**config.mk**
```make
export PLATFORM = sky130hd
export DESIGN_NAME = gbr_fifo
export DESIGN_NICKNAME = d
export VERILOG_FILES = /design/src/hw/rtl/gbr_fifo.sv
export SDC_FILE = /design/constraint.sdc
export NUM_CORES = 1
export LEC_CHECK = 0
export ABC_AREA = 1
export BUFFER_PORTS_ARGS = -buffer_cell sky130_fd_sc_hd__buf_2
export CORE_ASPECT_RATIO = 0.7
export CORE_MARGIN = 3
export CORE_UTILIZATION = 45
export DETAILED_ROUTE_END_ITERATION = 8
export GPL_ROUTABILITY_DRIVEN = 0
export GPL_TIMING_DRIVEN = 0
export PLACE_DENSITY = 0.77
export SYNTH_ARGS = -nofsm -noshare
export SYNTH_HDL_FRONTEND = slang
export SYNTH_SLANG_ARGS = --single-unit
```
**constraint.sdc**
```tcl
create_clock -name clock -period 2.28 [get_ports clock]
set_input_delay 0.114 -clock clock [delete_from_list [all_inputs] [get_ports clock]]
set_output_delay 0.114 -clock clock [all_outputs]
set_load 0.01 [all_outputs]
```
**src/hw/rtl/gbr_fifo.sv**
```systemverilog
module gbr_fifo #(
   parameter int WIDTH = 32,
   parameter int DEPTH = 4
) (
   input  logic                       clock,
   input  logic                       reset,
   input  logic                       push,
   input  logic [WIDTH-1:0]           push_data,
   output logic                       full,
   input  logic                       pop,
   output logic [WIDTH-1:0]           pop_data,
   output logic                       empty,
   output logic [$clog2(DEPTH+1)-1:0] count
);

   localparam int PTR_W = (DEPTH > 1) ? $clog2(DEPTH) : 1;
   localparam int CNT_W = $clog2(DEPTH+1);

   logic [WIDTH-1:0] mem_ff [DEPTH];
   logic [PTR_W-1:0] wr_ptr_ff, wr_ptr_in;
   logic [PTR_W-1:0] rd_ptr_ff, rd_ptr_in;
   logic [CNT_W-1:0] count_ff, count_in;
   logic             do_push;
   logic             do_pop;

   assign full     = (32'(count_ff) == DEPTH);
   assign empty    = (count_ff == '0);
   assign count    = count_ff;
   assign pop_data = mem_ff[rd_ptr_ff];
   assign do_push  = push && !full;
   assign do_pop   = pop && !empty;

   // pointer and fill level update
   always_comb begin
      wr_ptr_in = wr_ptr_ff;
      rd_ptr_in = rd_ptr_ff;
      count_in  = count_ff;
      if (do_push) begin
         wr_ptr_in = (32'(wr_ptr_ff) == DEPTH - 1) ? '0 : PTR_W'(32'(wr_ptr_ff) + 1);
      end
      if (do_pop) begin
         rd_ptr_in = (32'(rd_ptr_ff) == DEPTH - 1) ? '0 : PTR_W'(32'(rd_ptr_ff) + 1);
      end
      if (do_push && !do_pop) begin
         count_in = CNT_W'(32'(count_ff) + 1);
      end else if (do_pop && !do_push) begin
         count_in = CNT_W'(32'(count_ff) - 1);
      end
   end

   always_ff @(posedge clock) begin
      if (reset) begin
         wr_ptr_ff <= '0;
         rd_ptr_ff <= '0;
         count_ff  <= '0;
      end else begin
         wr_ptr_ff <= wr_ptr_in;
         rd_ptr_ff <= rd_ptr_in;
         count_ff  <= count_in;
      end
   end

   // storage
   always_ff @(posedge clock) begin
      if (do_push) begin
         mem_ff[wr_ptr_ff] <= push_data;
      end
   end

endmodule

```
# --- Word level (Yosys, flattened, before mapping) ---
# Memory sizes are Yosys's and may differ from the RTL's. A register that Yosys moved wholly into a read port is not among the register bits.
# Cells that the tools add are included.
word_totals:
  reg_bits: 7
  latch_bits: 0
  ram_bits: 128
  rom_bits: 0
  output_inout_bits: 37
  mem_count: 1
op_classes:
  n_addsub: 4
  mul: 0
  n_div: 0
  n_lt_le_gt_ge: 0
  eq_ne: 3
  shift: 0
  mux: 8
  n_bitwise: 0
  reduce_logical: 10
mem_list:
  columns: ["name", "words", "word_bits", "read_ports", "rd_clocked_by_memory_dff", "write_ports", "line_no", "rtl"]
  rows:
  - ["mem_ff", 4, 32, 1, 1, 1, "19", "logic [WIDTH-1:0] mem_ff [DEPTH];"]
ops:
  columns: ["operator", "count"]
  rows:
  - ["two-way mux 2 bit", 4]
  - ["two-way mux 3 bit", 2]
  - ["adder 2 x 1 -> 2 bit, second input constant", 2]
  - ["== test 2 bit, second input constant", 2]
  - ["logical AND 1 bit", 4]
  - ["logical NOT 1 bit", 4]
  - ["adder 3 x 1 -> 3 bit, second input constant", 1]
  - ["== test 3 bit, second input constant", 1]
  - ["logical NOT 3 bit", 1]
  - ["subtractor 3 x 1 -> 3 bit, second input constant", 1]
  - ["two-way mux 1 bit", 2]
  - ["nonzero test 2 bit", 1]

# --- Depth between registers and ports, before layout ---
depth:
  ltp_word: 7
  mapped_depth: 13
  depth_no_buf: 13

# --- Worst setup path after synthesis ---
# No wires, ideal clock.
synth_timing:
  path_type: "register to register"
  start: "register count_ff[0] (netlist: count[0])"
  end: "memory mem_ff[0][0] (enable)"
  t_arrival_ns: 2.133
  required_ns: 1.859
  path_slack_ns: -0.274
  path_stages_with_launch: 5
  synth_period_minus_slack_ns: 2.554
  cell_sequence: "dfxtp_1 nor2_1 nand2_1 nand2_1 nor2_1"
synth_between:
  elab_chain_len: 5
synth_rtl:
  columns: ["element", "line_no", "rtl"]
  rows:
  - ["start: declaration", "22", "logic [CNT_W-1:0] count_ff, count_in;"]
  - ["start signal: assignment", "59", "count_ff <= count_in;"]
  - ["== test 3 bit", "26", "assign full = (32'(count_ff) == DEPTH);"]
  - ["logical NOT 1 bit", "30", "assign do_push = push && !full;"]
  - ["logical AND 1 bit", "30", null]
  - ["two-way mux 1 bit", "65", "if (do_push) begin"]
  - ["two-way mux 1 bit (not written as such)", "66", "mem_ff[wr_ptr_ff] <= push_data;"]
  - ["end: declaration", "19", null]
# Every way passes these cells.

# --- Final worst setup path ---
layout_timing:
  start: "register count_ff[1] (netlist: count[1])"
  end: "register count_ff[1] (netlist: count[1])"
layout_lines:
  columns: ["element", "line_no", "rtl"]
  rows:
  - ["== test 3 bit", "26", null]
  - ["logical NOT 1 bit", "30", null]
  - ["logical AND 1 bit", "30", null]
  - ["named net do_push", "23", "logic do_push;"]
  - ["logical AND 1 bit", "44", "if (do_push && !do_pop) begin"]
  - ["two-way mux 3 bit", "44", null]
  - ["named net count_in[1]", "22", null]
# The timed path passes the listed nets, and every way through them passes these cells. The select of a mux whose other input is x is not followed.
# A chain may end at the register's enable or synchronous reset.

==> impl_summary.md <==
Status
The run finished with clean final reports.

STA
The final number of max-transition violations is 0. The post-layout minimum cycle time is 2.027 ns. Setup repair after global routing left no endpoint under its margin.

Dividing the final minimum period by the clock period gives 0.8889. The setup-violating endpoint count in the final report is 0. The worst-case clock skew is 0.006272 ns. Timing would allow up to 493.4 MHz.

The worst slew margin relative to its limit is 0.5925. In the final timing run, aggregate negative setup slack is 0 ns. The number of hold violations in the final report was 0. The slew of the pin with the lowest slew margin is 0.6098 ns.

Run
The number of maximum-capacitance constraint violations is 0.

Route
Using the TritonRoute via totals, the vias-per-cell ratio works out to 5.077. The highest metal layer with signal wires is met4. The routed length per instance is 16.89 um. For this run, design rule violations remaining after detail routing come to 0. Wire segments on met2 add up to 5741 um in the final route. The routed design has 11400 um of wire. The routed length on met3 is 774 um. The via count of the routed design is 3427. The first detailed-routing pass took 4 iterations. The wire length on met1 is 4777 um. The first routing iteration left 210 violations.

In this run the remaining antenna-violating nets after routing total 0.

Placement
The number of placed instances, taps included, is 609. The wire-length estimate of the detail-placed layout is 6937 um. Buffers placed on the I/O ports in this run total 72. Once placement finished, the instance area stood at 5963 um^2.

Critical path
The highest fanout seen on the critical path is 7. The category of the worst setup path launch point is a flip-flop. The critical path class is flip-flop to flip-flop. The worst register-to-register path has a setup slack of 0.25 ns. Data on the critical path arrives at its endpoint at 2.33 ns. The capturing element of the worst setup path is count[1]. The end of the worst register-to-register path is count[1]. The worst setup path startpoint is count[1]. Data on the critical path is required at its endpoint by 2.58 ns.

The worst register-to-register path begins at count[1]. The depth of the most critical reg-to-reg path is 9. STA classifies the critical path endpoint as a flip-flop.

Power
In this run the static leakage power is 2.557 nW. The proportion of power drawn by the clock network is 0.323. The part of the power in registers is 0.388. IR analysis of the VDD net gives a maximum drop of 0.7048 mV. Total power for the finished layout comes to 8.189 mW. The internal power contribution is 5.682 mW. Summed over all nets, the switching power comes to 2.506 mW. The share of total power dissipated in combinational logic is 0.289. Dividing total power by cell area gives a power density of 1191 nW/um^2. The switching power as a share of total power is 0.3061.

Yosys
In this run, synthesis produced a sequential element count of 137. In this run the cell area of the synthesized design comes to 5279 um^2. The netlist uses 21 different library cells. Of the synthesized area, sequential elements account for 0.7623. The net count after synthesis is 423. Averaged over all synthesized cells, the footprint is 13.89 um^2. The Yosys step of the flow raised 0 warnings. The cell count after synthesis came out at 380.

Clocking
The number of buffers inserted by post-CTS setup repair is 0. The number of buffers created by CTS is 17. TritonCTS built the clock tree. After clock tree synthesis, the clock-pin slew on the worst setup and hold paths is 0.05 ns. The buffer levels on the longest clock path is 2. In this run the clock root is driven by a clkbuf_16.

The clock reaches the later pin of the worst-skew pair after 0.41 ns. The number of H-tree branching levels is 4. The clock net in this run drives a total of 137 sinks.

Global routing
Entering global routing, the biggest net connects 24 pins. The number of global-route vias before repair is 3483. The first global-routing pass estimated 18010 um of wire. The global-route usage over all layers is 0.1823. Global routing finished with a remaining overflow of 0.

The initial antenna violation count is 0.

Cells and area
The area growth from synthesis to layout is 30.27%. Leaving out fill and tap cells, the most frequent cell in the layout is edfxtp_1. The final antenna diode count is 0. The count of placed standard cells in the final layout, fillers left out is 675. Of the cells placed in the final design, the portion with a size suffix greater than 1 is 0.2395. The final cell utilization of the core is 0.6134. After routing the design area is 6877 um^2. In the layout the commonest cells are edfxtp_1 (128), buf_2 (78), nor2_1 (77). In the final design database the tool counted 552 nets.

Hold path
The type of the most critical hold path is primary input to flip-flop. The instance count along the most critical hold path is 4.

Die
In this run the core area contains 32 standard-cell rows. The die covers 13090 um^2. The total I/O pin count is 73. For this configuration, the core starts out at a cell density of 0.4709. The core area is 11210 um^2.

The y dimension of the die is 96.62 um. The floorplan die width is 135.5 um.
worst max-delay path, stage by stage, from the launching register on:
cell     delay [ns]
dfxtp_1        0.34
nor2_1         0.16
nand2_1        0.14
nand2_2        0.25
inv_1          0.08
ha_1           0.21
inv_1          0.09
fa_1           0.41
o21ai_0        0.18
nor2_1         0.05
power by group through the flow:
stage / clock [mW] / sequential (mW) / combinational [mW]
5_1_grt: 2.81 / 3.20 / 2.62
3_5_place_dp: 0 / 3.23 / 2.32
6_report: 2.65 / 3.18 / 2.37
4_1_cts: 2.68 / 3.18 / 2.39
3_3_place_gp: 0 / 3.24 / 2.18
2_1_floorplan: 0 / 3.23 / 1.38
Yosys cell counts (all sizes together):
library cell  count  area [um^2]
ha                6        75.07
nand3b            2        15.01
xor2              1        8.760
o22ai            32        200.2
clkbuf            1        3.750
edfxtp          128         3844
fa                1        20.02
nand2            14        52.55
a21oi             2        10.01
nor2             81        304.0
o21ai            65        325.3
nand3             1        5.000
nand4             1        6.260
inv              18        75.07
dfxtp             9        180.2
buf              18        153.9
repair_timing:
| action | 4_1_cts | 5_1_grt |
|---|---|---|
| setup endpoints to repair | 0 | 2 |
| resized for setup | 0 | 1 |
| hold buffers | 34 | 0 |
| hold endpoints to repair | 130 | 0 |
area by class of cell:
type | instances | area [um^2]
fillers | 863 | 4334
repair buffers | 110 | 803.3
well taps | 153 | 191.4
clock buffers | 22 | 444.2
inverters | 18 | 75.07
plain buffers | 19 | 157.7
clock inverters | 10 | 126.4
flip-flops and latches | 137 | 4024
multi-input cells | 206 | 1055
metal layers:
metal,vias to the layer above,GRT usage
li1,1656,-
met1,1645,0.2289
met2,114,0.2951
met3,12,0.05873
met4,0,0.07126
met5,-,0
how the worst min path moves through the flow:
stage / start / to
after floorplan: reset / count[0]
after global placement: reset / count[0]
after detailed placement: reset / count[0]
after CTS: pop / rd_ptr_ff[1]
after global routing: pop / rd_ptr_ff[1]
final: pop / rd_ptr_ff[1]
state kept, by name (all words and copies together), names as in the netlist, named ones only:
register	count
mem_ff	128
wr_ptr_ff	2
rd_ptr_ff	2
count	3
per-stage QoR:
step	hold slack [ns]	setup slack, ns
6_report	0.04152	0.2532
5_1_grt	0.05444	0.06974
4_1_cts	0.03085	0.06675
3_5_place_dp	0.2915	0.08915
3_3_place_gp	0.2880	-1.389
2_1_floorplan	0.1864	-0.2738
logic make-up after synthesis:
kind of cell               synth area share
and+or+nand+nor                     0.07253
buffers and inverters               0.04409
DFF                                  0.7623
AOI/OAI and AO/OA                    0.1014
xor gates and xnor gates           0.001659
adders and majority gates           0.01801
(Power assumes the default switching activity.)
