`config.mk`:
```
export PLATFORM = sky130hd
export DESIGN_NAME = gbr_front
export DESIGN_NICKNAME = d
export VERILOG_FILES = /design/src/hw/rtl/gbr_pkg.sv /design/src/hw/rtl/gbr_front.sv
export SDC_FILE = /design/constraint.sdc
export NUM_CORES = 1
export LEC_CHECK = 0
export BUFFER_PORTS_ARGS = -buffer_cell sky130_fd_sc_hd__buf_2
export CELL_PAD_IN_SITES_DETAIL_PLACEMENT = 1
export CELL_PAD_IN_SITES_GLOBAL_PLACEMENT = 2
export CORE_UTILIZATION = 37
export DETAILED_ROUTE_END_ITERATION = 8
export PLACE_DENSITY_LB_ADDON = 0.05
export SYNTH_ARGS = -nofsm -noshare
export SYNTH_HDL_FRONTEND = slang
export SYNTH_SLANG_ARGS = --single-unit
```
`constraint.sdc`:
```
create_clock -name clock -period 21 [get_ports clock]
set_input_delay 6.3 -clock clock [delete_from_list [all_inputs] [get_ports clock]]
set_output_delay 6.3 -clock clock [all_outputs]
set_load 0.005 [all_outputs]
```
`src/hw/rtl/gbr_pkg.sv`:
```
package gbr_pkg;

   // default geometry limits of the line stores
   localparam int MAX_WIDTH_DEFAULT  = 2048;
   localparam int MAX_HEIGHT_DEFAULT = 2048;

   // smallest frame dimension that is used
   localparam int MIN_DIM = 3;

   // configuration register widths and reset values
   localparam int LINE_WIDTH_W   = 12;
   localparam int FRAME_HEIGHT_W = 12;
   localparam int START_ROW_W    = 11;
   localparam int BLUR_COUNT_W   = 23;
   localparam int CSR_DATA_W     = 23;
   localparam int CSR_INDEX_W    = 2;

   localparam logic [LINE_WIDTH_W-1:0]   LINE_WIDTH_RESET   = 12'd640;
   localparam logic [FRAME_HEIGHT_W-1:0] FRAME_HEIGHT_RESET = 12'd480;
   localparam logic [START_ROW_W-1:0]    START_ROW_RESET    = 11'd1;
   localparam logic [BLUR_COUNT_W-1:0]   BLUR_COUNT_RESET   = 23'd0;

   typedef enum logic [CSR_INDEX_W-1:0] {
      CSR_LINE_WIDTH,
      CSR_FRAME_HEIGHT,
      CSR_START_ROW,
      CSR_BLUR_COUNT
   } csr_index_type;

   // item modes
   localparam logic MODE_PIXEL = 1'b0;
   localparam logic MODE_FLUSH = 1'b1;

   // queue depths
   localparam int CMD_DEPTH = 4;
   localparam int OUT_DEPTH = 8;

   localparam logic [7:0] ALPHA_OPAQUE = 8'hFF;

   typedef struct packed {
      logic        mode;
      logic [31:0] pixel_in;
   } req_type;

   typedef struct packed {
      logic [31:0] pixel_out;
      logic        last_of_frame;
   } rsp_type;

   typedef struct packed {
      logic [LINE_WIDTH_W-1:0]   line_width;
      logic [FRAME_HEIGHT_W-1:0] frame_height;
      logic [START_ROW_W-1:0]    start_row;
      logic [BLUR_COUNT_W-1:0]   blur_count;
   } cfg_type;

   // per-transaction control passed from the front to the back
   typedef struct packed {
      logic store_en;
      logic emit;
      logic blur;
      logic last;
   } cmd_flags_type;

   localparam int CMD_FLAGS_W = $bits(cmd_flags_type);
   localparam int RSP_W       = $bits(rsp_type);

endpackage

```
`src/hw/rtl/gbr_front.sv`:
```
module gbr_front #(
   parameter int MAX_WIDTH  = gbr_pkg::MAX_WIDTH_DEFAULT,
   parameter int MAX_HEIGHT = gbr_pkg::MAX_HEIGHT_DEFAULT
) (
   input  logic                       clock,
   input  logic                       reset,
   input  gbr_pkg::cfg_type           cfg,
   input  logic                       push,
   input  gbr_pkg::req_type           req_data,
   input  logic                       in_full,
   output logic                       cmd_push,
   output logic [32 + $clog2(MAX_WIDTH) + gbr_pkg::CMD_FLAGS_W - 1:0] cmd_data
);

   localparam int WW = $clog2(MAX_WIDTH + 1);
   localparam int HW = $clog2(MAX_HEIGHT + 1);
   localparam int AW = $clog2(MAX_WIDTH);
   localparam int PW = $clog2(MAX_WIDTH + 2);
   localparam int SW = gbr_pkg::START_ROW_W;
   localparam int BW = gbr_pkg::BLUR_COUNT_W;

   // clamped reset geometry
   localparam int W_RST_I = (int'(gbr_pkg::LINE_WIDTH_RESET) < gbr_pkg::MIN_DIM) ?
                            gbr_pkg::MIN_DIM :
                            (int'(gbr_pkg::LINE_WIDTH_RESET) > MAX_WIDTH) ?
                            MAX_WIDTH : int'(gbr_pkg::LINE_WIDTH_RESET);
   localparam int H_RST_I = (int'(gbr_pkg::FRAME_HEIGHT_RESET) < gbr_pkg::MIN_DIM) ?
                            gbr_pkg::MIN_DIM :
                            (int'(gbr_pkg::FRAME_HEIGHT_RESET) > MAX_HEIGHT) ?
                            MAX_HEIGHT : int'(gbr_pkg::FRAME_HEIGHT_RESET);
   localparam logic [WW-1:0] W_RESET = WW'(W_RST_I);
   localparam logic [HW-1:0] H_RESET = HW'(H_RST_I);

   // input position and frame state
   logic [WW-1:0] col_ff, col_in;
   logic [HW-1:0] row_ff, row_in;
   logic [PW-1:0] pending_ff, pending_in;
   logic [WW-1:0] out_col_ff, out_col_in;
   logic [HW-1:0] out_row_ff, out_row_in;
   logic [BW-1:0] remaining_ff, remaining_in;
   logic [WW-1:0] cur_w_ff, cur_w_in;
   logic [HW-1:0] cur_h_ff, cur_h_in;
   logic [SW-1:0] cur_start_ff, cur_start_in;

   logic          accept;
   logic          in_tail;
   logic          frame_start;
   logic          flush_live;
   logic [WW-1:0] w_clamp;
   logic [HW-1:0] h_clamp;
   logic [WW-1:0] w_eff;
   logic [HW-1:0] h_eff;
   logic [SW-1:0] start_eff;
   logic [BW-1:0] rem_eff;
   logic [PW-1:0] pend_eff;
   logic [WW-1:0] col_eff;
   logic [HW-1:0] row_eff;
   logic [WW-1:0] out_col_eff;
   logic [HW-1:0] out_row_eff;
   logic          emit;
   logic          interior;
   logic          do_blur;
   logic          is_last;
   logic [WW-1:0] col_next;
   logic [WW-1:0] out_col_next;
   logic [HW-1:0] out_row_next;
   gbr_pkg::cmd_flags_type flags;
   logic [31:0]   cmd_px;

   // geometry taken at frame start, clamped to the minimum dimension and the maximum size
   always_comb begin
      if (32'(cfg.line_width) < 32'(gbr_pkg::MIN_DIM)) begin
         w_clamp = WW'(gbr_pkg::MIN_DIM);
      end else if (32'(cfg.line_width) > 32'(MAX_WIDTH)) begin
         w_clamp = WW'(MAX_WIDTH);
      end else begin
         w_clamp = WW'(cfg.line_width);
      end
      if (32'(cfg.frame_height) < 32'(gbr_pkg::MIN_DIM)) begin
         h_clamp = HW'(gbr_pkg::MIN_DIM);
      end else if (32'(cfg.frame_height) > 32'(MAX_HEIGHT)) begin
         h_clamp = HW'(MAX_HEIGHT);
      end else begin
         h_clamp = HW'(cfg.frame_height);
      end
   end

   // classify the transaction
   assign accept      = push && !in_full;
   assign in_tail     = 32'(row_ff) >= 32'(cur_h_ff);
   assign frame_start = (req_data.mode == gbr_pkg::MODE_PIXEL) &&
                        (in_tail || (row_ff == '0 && col_ff == '0));
   assign flush_live  = (req_data.mode == gbr_pkg::MODE_FLUSH) && in_tail &&
                        (pending_ff != '0);

   // state as seen by this transaction
   always_comb begin
      w_eff       = frame_start ? w_clamp : cur_w_ff;
      h_eff       = frame_start ? h_clamp : cur_h_ff;
      start_eff   = frame_start ? cfg.start_row : cur_start_ff;
      rem_eff     = frame_start ? cfg.blur_count : remaining_ff;
      pend_eff    = frame_start ? '0 : pending_ff;
      col_eff     = frame_start ? '0 : col_ff;
      row_eff     = frame_start ? '0 : row_ff;
      out_col_eff = frame_start ? '0 : out_col_ff;
      out_row_eff = frame_start ? '0 : out_row_ff;
   end

   // output position, region test and frame-end marker
   always_comb begin
      emit = flush_live ||
             ((req_data.mode == gbr_pkg::MODE_PIXEL) &&
              (32'(pend_eff) >= 32'(w_eff) + 32'd1));
      interior = (out_row_eff != '0) && (32'(out_row_eff) + 32'd2 <= 32'(h_eff)) &&
                 (out_col_eff != '0) && (32'(out_col_eff) + 32'd2 <= 32'(w_eff));
      do_blur  = emit && interior && (32'(out_row_eff) >= 32'(start_eff)) &&
                 (rem_eff != '0);
      is_last  = (32'(out_row_eff) + 32'd1 == 32'(h_eff)) &&
                 (32'(out_col_eff) + 32'd1 == 32'(w_eff));
      out_col_next = WW'(32'(out_col_eff) + 32'd1);
      out_row_next = out_row_eff;
      if (32'(out_col_eff) + 32'd1 >= 32'(w_eff)) begin
         out_col_next = '0;
         if (32'(out_row_eff) + 32'd1 >= 32'(h_eff)) begin
            out_row_next = '0;
         end else begin
            out_row_next = HW'(32'(out_row_eff) + 32'd1);
         end
      end
      col_next = WW'(32'(col_eff) + 32'd1);
   end

   // command to the back end
   always_comb begin
      flags.store_en = 32'(col_eff) < 32'(w_eff);
      flags.emit     = emit;
      flags.blur     = do_blur;
      flags.last     = is_last;
      cmd_px   = (req_data.mode == gbr_pkg::MODE_PIXEL) ? req_data.pixel_in : 32'd0;
      cmd_data = {flags, col_eff[AW-1:0], cmd_px};
      cmd_push = accept && ((req_data.mode == gbr_pkg::MODE_PIXEL) || flush_live);
   end

   // next state
   always_comb begin
      col_in       = col_ff;
      row_in       = row_ff;
      pending_in   = pending_ff;
      out_col_in   = out_col_ff;
      out_row_in   = out_row_ff;
      remaining_in = remaining_ff;
      cur_w_in     = cur_w_ff;
      cur_h_in     = cur_h_ff;
      cur_start_in = cur_start_ff;
      if (accept && (req_data.mode == gbr_pkg::MODE_PIXEL)) begin
         cur_w_in     = w_eff;
         cur_h_in     = h_eff;
         cur_start_in = start_eff;
         remaining_in = rem_eff;
         pending_in   = pend_eff;
         out_col_in   = out_col_eff;
         out_row_in   = out_row_eff;
         if (32'(col_next) >= 32'(w_eff)) begin
            col_in = '0;
            row_in = HW'(32'(row_eff) + 32'd1);
         end else begin
            col_in = col_next;
            row_in = row_eff;
         end
         if (emit) begin
            out_col_in = out_col_next;
            out_row_in = out_row_next;
            if (do_blur) begin
               remaining_in = BW'(32'(rem_eff) - 32'd1);
            end
         end else begin
            pending_in = PW'(32'(pend_eff) + 32'd1);
         end
      end else if (accept && flush_live) begin
         out_col_in = out_col_next;
         out_row_in = out_row_next;
         if (do_blur) begin
            remaining_in = BW'(32'(remaining_ff) - 32'd1);
         end
         pending_in = PW'(32'(pending_ff) - 32'd1);
         if (32'(pending_ff) == 32'd1) begin
            col_in = '0;
            row_in = '0;
         end else begin
            col_in = col_next;
         end
      end
   end

   always_ff @(posedge clock) begin
      if (reset) begin
         col_ff       <= '0;
         row_ff       <= '0;
         pending_ff   <= '0;
         out_col_ff   <= '0;
         out_row_ff   <= '0;
         remaining_ff <= '0;
         cur_w_ff     <= W_RESET;
         cur_h_ff     <= H_RESET;
         cur_start_ff <= gbr_pkg::START_ROW_RESET;
      end else begin
         col_ff       <= col_in;
         row_ff       <= row_in;
         pending_ff   <= pending_in;
         out_col_ff   <= out_col_in;
         out_row_ff   <= out_row_in;
         remaining_ff <= remaining_in;
         cur_w_ff     <= cur_w_in;
         cur_h_ff     <= cur_h_in;
         cur_start_ff <= cur_start_in;
      end
   end

endmodule

```
-- Word-level counts from Yosys, hierarchy flattened
Index checks and enable logic that the tools add are counted.
- equal/unequal tests: 3
- multiplexer cells: 39
- reductions and logical operators: 31
- bitwise operators: 1
- order comparisons: 13
- $add $sub $neg: 11
- operators with widths (kind ; count):
    $mux W12 ; 31
    $mux W23 ; 6
    $eq A32 B12 Y1 ; 2
    $sub A23 B1 Y23 const B ; 2
    $add A12 B1 Y13 const B ; 3
    $add A12 B1 Y12 const B ; 3
    $reduce_bool A12 Y1 ; 3
    $ge A32 B12 Y1 ; 1
    $mux W32 ; 1
    $add A12 B2 Y13 const B ; 2
    $le A13 B12 Y1 ; 2
    $ge A12 B12 Y1 ; 2
    $gt A12 B12 Y1 const B ; 2
    $logic_not A12 Y1 ; 2
    $lt A12 B2 Y1 const B ; 2
    $reduce_bool A23 Y1 ; 1
    $logic_and A1 B1 Y1 ; 16
    $ge A12 B13 Y1 ; 1
    $ge A13 B12 Y1 ; 1
    $eq A12 B1 Y1 const B ; 1
    $ge A12 B11 Y1 ; 1
    $lt A12 B12 Y1 ; 1
    $sub A12 B1 Y12 const B ; 1
    $mux W11 ; 1
    other kinds (5) ; 10
- flip-flop bits (word level): 118
- output and inout bits: 48
- input port bits: 95

-- Depth between registers and ports, before layout
Gate-level depths: netlist of the first run.
- depth in word-level cells: 16
- depth in mapped cells: 32
- mapped depth without buffers: 26

-- Worst setup path after synthesis of the first run
No wires, ideal clock.
- path kind: input-to-output
- start point: in req_data[32] in the netlist's numbering
- end point: out cmd_data[44] in the netlist's numbering
- arrival time: 11.045 ns
- required time: 14.700 ns
- buffers on the path: 7
- setup slack: 3.655 ns
- stages on the path: 26
- cell sequence: a31o_2 clkbuf_1 buf_2 clkbuf_1 clkbuf_1 buf_1 nand2_1 inv_1 ha_1 nand2_1 nor2_1 and3_1 nand3_1 xor2_1 nor2_1 ha_1 or4_1 a21oi_1 o21ai_1 o211ai_1 nand3_1 nor3_1 nand3_2 buf_2 inv_1 buf_4
- longest elaborated chain between the ends: 11
- elaborated cells between the ends (all ways): 29
- classes of those cells: add/sub: 3; order compare: 4; mux: 7; bitwise: 1; reduce/logical: 14
- RTL lines (item ; RTL line ; RTL):
    start: declaration ; gbr_front.sv:9 ; input gbr_pkg::req_type req_data,
    $not A1 Y1 ; gbr_front.sv:91, gbr_front.sv:112 ;
    $logic_and A1 B1 Y1 ; gbr_front.sv:91 ; assign frame_start = (req_data.mode == gbr_pkg::MODE_PIXEL) &&
    $mux W12 ; gbr_front.sv:106 ; out_row_eff = frame_start ? '0 : out_row_ff;
    $add A12 B2 Y13 ; gbr_front.sv:114 ; interior = (out_row_eff != '0) && (32'(out_row_eff) + 32'd2 <= 32'(h_eff)) &&
    $le A13 B12 Y1 ; gbr_front.sv:114 ;
    $logic_and A1 B1 Y1 (2 in series) ; gbr_front.sv:114 ;
    $logic_and A1 B1 Y1 ; gbr_front.sv:115 ; (out_col_eff != '0) && (32'(out_col_eff) + 32'd2 <= 32'(w_eff));
    $logic_and A1 B1 Y1 (2 in series) ; gbr_front.sv:116 ; do_blur = emit && interior && (32'(out_row_eff) >= 32'(start_eff)) &&
    $logic_and A1 B1 Y1 (*) ; gbr_front.sv:116 ;
    end: declaration ; gbr_front.sv:12 ; output logic [32 + $clog2(MAX_WIDTH) + gbr_pkg::CMD_FLAGS_W - 1:0] cmd_data
Mark *: on every way between the ends. The rest lies on a longest branch, timed or not.

-- Worst setup path in the final report of the first run
Same ends and word-level chain as after synthesis.

==> results of run 1 <==
[placed cells by master, fill, tap and decap left out, drive strengths merged, types with 33 or more instances in the layout]
cell and count:
and2 33, ha 122, mux2i 35, nor3 49, buf 161, nand3 62, xnor2 44, dfxtp 118
nand2 162, inv 41, nor4 37, xor2 47, a21oi 102, nor2b 39, o21ai 60, nor2 160
[cell families after synthesis]
logic type	count (synthesis)	synth area share (%)
and+or+nand+nor	668	30.3
AOI/OAI and AO/OA	340	19.8
buffers and inverters	129	4.71
adders and majority gates	122	13.7
DFF	118	21.1
xor gates and xnor gates	91	7.13
muxes	36	3.27
[power by group]
part | internal, mW | switching, mW
Clock | 0.184 | 0.125
Combinational | 0.0484 | 0.0851
Sequential | 0.228 | 0.00480
Total | 0.460 | 0.214
[cells in the mapped netlist (all sizes together), types with 5 or more instances]
library cell	instances	area, um2
dfxtp	118	2360
or4	9	71.3
o22ai	14	87.6
and2	33	206
a21o	11	82.6
nand3	62	325
buf	22	125
a22oi	32	240
xor2	47	412
or3	25	161
a21oi	102	514
and3	20	125
nand3b	10	75.1
clkbuf	67	251
o21ai	60	300
o31ai	6	45.0
o21a	20	150
a221oi	5	50.0
a31oi	16	115
ha	122	1530
nor3b	11	92.6
a211oi	17	128
nor3	49	265
nand2	162	608
and4	5	43.8
nor2b	39	244
a21boi	8	63.8
nand2b	8	50.1
o211ai	18	135
xnor2	44	385
mux2i	35	354
nor2	160	601
nand4	30	188
inv	40	150
nor4	37	259
[state kept, by name (all words and copies together) (netlist names)]
signal        count
cur_start_ff     11
cur_w_ff         12
row_ff           12
out_col_ff       12
col_ff           12
remaining_ff     23
pending_ff       12
out_row_ff       12
cur_h_ff         12
[worst reg2reg max path, delay by kind of cell (launching register included)]
kind,cells,cell delay [ns]
flip-flops,1,0.40
XOR/XNOR,2,0.33
adder cells (fa/ha/maj),3,0.75
buffers and inverters,2,0.22
AND/OR/NAND/NOR,12,3.79
AO/OA/AOI/OAI,7,1.76
[stage by stage]
step	utilization, %	total power [mW]	instances	area [um2]
2_1_floorplan	-	0.321	1504	11200
3_3_place_gp	41.0	0.368	1966	12200
3_5_place_dp	41.0	0.370	1966	12200
4_1_cts	43.0	0.682	1998	12800
5_1_grt	43.0	0.703	1998	12800
6_report	43.0	0.675	1998	12800
[final cells by class]
class	instances	area, um2	share of cell area, %
Multi-Input combinational cell	1257	8300	65.1
Sequential cell	118	2360	18.5
Timing Repair Buffer	161	856	6.71
Tap cell	390	488	3.83
Clock buffer	21	470	3.69
Inverter	40	150	1.18
Clock inverter	11	124	0.971
[per-layer routing]
layer	up-vias	track usage [%]
li1	5647	-
met1	5704	35.9
met2	268	45.3
met3	48	3.70
met4	0	7.28
met5	-	0
[worst max path at each step]
stage | start | end | depth (start not counted)
final | req_data[32] | cmd_data[44] | 22
after global routing | req_data[32] | cmd_data[44] | 22
after CTS | req_data[32] | cmd_data[44] | 22
after detailed placement | req_data[32] | cmd_data[44] | 22
after global placement | req_data[32] | cmd_data[44] | 22
after floorplan | req_data[32] | cmd_data[44] | 26
==> run metrics, run 1 <==
Place WS=3.00 ns; Max clock buf depth=2; ant diodes=0; Crit-path slowest cell=nor3_1; type of origin of the critical path=input port; R2R setup slack=13.59 ns; RSZ-0062 raised after global routing=no; Core ar.=~0.03 mm2; Worst slew margin=around a fifth; Pins Over Slew Limit=0; Hold WC Path Type=flip-flop to flip-flop; wirelength, routed=around 41,000 um; Crit Reg-Reg Startpoint=row_ff[0]; via count=about 12,000; leakage=5.30 nW; fmax=55.4 MHz; Post-CTS Setup Inserts=0; DR vias/cell=a little under 6; aggregate global routing overflow=0; Final Cycle Share=between 80% and 90%; Post-synth EDFFs=0; Starting DRT DRC Count=about 800; register area share after synthesis=21.1%; peak supply drop=about 0.057 mV; CP Capture Type=output pin; number of detailed-route iterations in the first pass=4; Die W=about 180 um; wl on met1=just under 20,000 um; Hold Slack=between 0.4 and 0.5 ns; Max Cap Viol=0; worst path cell trace=buf_2 -> buf_4 -> a31o_4 -> nand2_1 -> inv_1 -> ha_1 -> nand2_1 -> nor2_1 -> and3_1 -> nand3_1 -> xor2_1 -> nor2_1 -> ha_1 -> or4_1 -> a21oi_1 -> o21ai_1 -> o211ai_1 -> nand3_1 -> nor3_1 -> nand3_2 -> inv_1 -> buf_2; DRC violations left=0; Worst Setup Slack, final=2.96 ns; hold depth=2; Worst Tran Pin Value=roughly 1.2 ns; CTS tree=done; crit-path max FO=48; CTS clk-pin slew, worst paths=roughly 0.06 ns; area grow syn2layout=14.1%; Die ar.=~0.03 mm2; ys async rst share=0%; Placer Congestion=0.849; ys flop type=dfxtp_1; R2R depth=26; Setup CP Type=input port to output pin; CTS Root Buffer Type=clkbuf_16; largest net degree at the start of global routing=72; H-tree Lvls=4; Buf/Inv on CP=5; die height=around 180 um; status=complete, no violations; worst endpoint required time=between 10 and 15 ns; Final min period=about 18 ns; syn nets=roughly 1,700; Yosys reg bits=about 120; half-perimeter wire length after placement=a little over 30,000 um; cts hold-fix bufs=0; cell count after synthesis=~1,500; clock skew=slightly above 0.01 ns; row count=63; # IOs=approximately 140; overall global routing resource usage=between 20% and 30%; routed wire length on met2=19,500 um; first-pass GRT wire length=around 65,000 um; wire per inst=about 21 um; # nets final=1,812; share of cells above drive strength 1=between 10% and 20%; synthesis warning total=0; HP Start=cur_start_ff[9]; final hold vios=0; CTS sink cnt=118; Initial Utilization=a little under two fifths; post-route ant nets=0; Cell Pwr Density=roughly 53 mW/mm2; CP Data Arrival Time=11.74 ns; Fillers=approximately 3,800; Yosys cell types=75; Resize count post-CTS=0; CP top delay family=simple AND/OR/NAND/NOR gates; CTS buffer count=17; Hold EP=cur_start_ff[9]; antenna violations before repair=0; met3 WL post-DR=roughly 1500 um; vias in the first global route=between 10,000 and 15,000; Setup TNS=0 ns; syn_area_per_cell=roughly 7.4 um2; mapped cell area=between 0.01 and 0.015 mm2; IO Port Bufs=142; Max stage delay on crit path=~0.80 ns; DR top layer=met4; final setup fails=0; worst skew pair latency=roughly 0.44 ns; reg-to-reg endpoint=remaining_ff[18]
Power figures use the tool's default switching activity.
==> run 2: changes to the inputs <==
--- a/config.mk
+++ b/config.mk
@@ -8,7 +8,7 @@
 export BUFFER_PORTS_ARGS = -buffer_cell sky130_fd_sc_hd__buf_2
 export CELL_PAD_IN_SITES_DETAIL_PLACEMENT = 1
 export CELL_PAD_IN_SITES_GLOBAL_PLACEMENT = 2
-export CORE_UTILIZATION = 37
+export CORE_UTILIZATION = 29
 export DETAILED_ROUTE_END_ITERATION = 8
 export PLACE_DENSITY_LB_ADDON = 0.05
 export SYNTH_ARGS = -nofsm -noshare
==> constraint.sdc (replaced) <==
create_clock -name clock -period 21.8 [get_ports clock]
set_input_delay 6.54 -clock clock [delete_from_list [all_inputs] [get_ports clock]]
set_output_delay 6.54 -clock clock [all_outputs]
set_load 0.005 [all_outputs]
==> run metrics, run 2 (synthesis results as in run 1) <==
status=complete, no violations; commonest non-fill, non-tap cells in the layout=161 x nand2_1, 159 x nor2_1, 141 x buf_2; aggregate global routing overflow=0 (unchanged); Fillers=4,674 (+23%); Levels on crit path=17 (-23%); CTS clk-pin slew, worst paths=0.06 ns (about the same); CP Data Arrival Time=11.91 ns (+0.17 ns); type of origin of the critical path=input port; share of cells above drive strength 1=13.4% (-0.35 points); CTS buffer count=17 (unchanged); largest net degree at the start of global routing=66 (-8.3%); Setup CP Type=input port to output pin; post-route ant nets=0 (unchanged); Max stage delay on crit path=0.64 ns (-0.16 ns); worst endpoint required time=15.26 ns (+0.56 ns); CTS sink cnt=118 (unchanged); worst skew pair latency=0.48 ns (+0.04 ns); row count=71 (+13%); CP Capture Type=output pin; clock skew=0.0127 ns (+0.00257 ns); RSZ-0062 raised after global routing=no; Starting DRT DRC Count=437 (-45%); Max Cap Viol=0 (unchanged); antenna violations before repair=1 (+1); Cell Pwr Density=48.1 mW/mm2 (-9.1%); hold depth=2 (unchanged); overall global routing resource usage=23.3% (-3.7 points); worst path cell trace=buf_2 -> a31o_4 -> buf_4 -> a21oi_1 -> or3b_1 -> or3_4 -> nor3b_2 -> xor2_1 -> ha_1 -> nand4b_1 -> o311ai_0 -> a21oi_1 -> buf_4 -> inv_1 -> nand3_2 -> inv_1 -> buf_2; R2R depth=19 (-27%); # IOs=143 (unchanged); first-pass GRT wire length=69,300 um (+6.2%); CP top delay family=buffers and inverters; max FFs per register=23 (unchanged); Hold WC Path Type=flip-flop to flip-flop; Max clock buf depth=2 (unchanged); wirelength, routed=44,500 um (+7.3%); Worst Tran Pin Value=1.11 ns (-0.0884 ns); CTS tree=done; peak supply drop=0.0548 mV (-3.8%); leakage=5.27 nW (-0.60%); # nets final=1,811 (-0.055%); half-perimeter wire length after placement=33,500 um (+8.3%); H-tree Lvls=4 (unchanged); Initial Utilization=29.6% (-8.1 points); DRC violations left=0 (unchanged); Die ar.=0.0393 mm2 (+27%); Core ar.=0.0378 mm2 (+27%); Biggest register=remaining_ff; number of detailed-route iterations in the first pass=5 (+1); Worst slew margin=25.6% (+5.9 points); area grow syn2layout=14.7%; vias in the first global route=11,600 (+1.1%); Setup TNS=0 ns (unchanged); via count=11,400 (-1.9%); Die W=198 um (+13%); crit-path max FO=57 (+19%); IO Port Bufs=142 (unchanged); Post-CTS Setup Inserts=0 (unchanged); Placer Congestion=0.817 (-3.8%); CTS Root Buffer Type=clkbuf_16; cts hold-fix bufs=0 (unchanged); final hold vios=0 (unchanged); DR vias/cell=5.40 (-7.4%); Crit-path slowest cell=buf_2; final setup fails=0 (unchanged); fmax=between 50 and 60 MHz; Final min period=about 18 ns; Buf/Inv on CP=6 (+1); Final Cycle Share=84.6%; Pins Over Slew Limit=0 (unchanged); Resize count post-CTS=0 (unchanged); wire per inst=21.0 um (+1.2%); final core utilization=33.9% (-9.1 points); commonest non-fill, non-tap cell in the layout=nand2_1; die height=198 um (+13%)
-- run 2: where the power goes --
| group | switching, mW | internal (mW) | leakage (nW) | total (mW) |
|---|---|---|---|---|
| clock network | 0.112 | 0.151 | 0.257 | 0.264 |
| logic | 0.0827 | 0.0461 | 4.05 | 0.129 |
| registers | 0.00460 | 0.220 | 0.954 | 0.224 |
-- run 2: worst paths after layout --
| check | startpoint | end | slack [ns] |
|---|---|---|---|
| setup / recovery | req_data[32] | cmd_data[44] | 3.35 |
| hold / removal | cur_h_ff[1] | cur_h_ff[1] | 0.46 |
| setup reg to reg | row_ff[11] | remaining_ff[6] | 14.64 |
| hold reg to reg | cur_h_ff[1] | cur_h_ff[1] | 0.46 |
-- run 2: layout make-up --
class / instances / area (um2) / share of cell area, %
diodes: 1 / 2.50 / 0.0195
multi-input cells: 1257 / 8300 / 64.8
inverters: 40 / 150 / 1.17
clock inverters: 5 / 25.0 / 0.195
repair buffers: 160 / 848 / 6.62
clock buffers: 25 / 485 / 3.79
well taps: 511 / 639 / 4.99
flip-flops and latches: 118 / 2360 / 18.4
-- run 2: metal layers --
metal	global-route usage (%)	wire length [um]
met5	0	0
met4	5.83	630
met3	4.12	1510
met2	39.2	20900
met1	30.5	21500
-- run 2: worst register-to-register path, cell delays in order (launching register included) --
cell and delay, ns:
dfxtp_1 0.38, nor4_1 0.63, and4_1 0.43, nand3_2 0.23, a31oi_4 0.53, buf_4 0.66, buf_4 0.79, nor2_1 0.17
ha_1 0.23, or4_1 0.53, a21oi_1 0.14, o21ai_1 0.09, o211ai_1 0.23, nand3_1 0.16, nor3_1 0.24, buf_4 0.22
nand3_2 0.45, or4_1 0.68, xor2_1 0.14, o22ai_1 0.09
-- run 2: stage by stage --
stage	hold WS [ns]	area [um2]	power [mW]	setup slack, ns	cells
2_1_floorplan	0.436	11200	0.309	3.97	1504
3_3_place_gp	0.441	12300	0.357	3.44	2086
3_5_place_dp	0.449	12300	0.358	3.31	2086
4_1_cts	0.457	12800	0.629	3.26	2116
5_1_grt	0.480	12800	0.649	2.93	2116
6_report	0.456	12800	0.617	3.35	2117
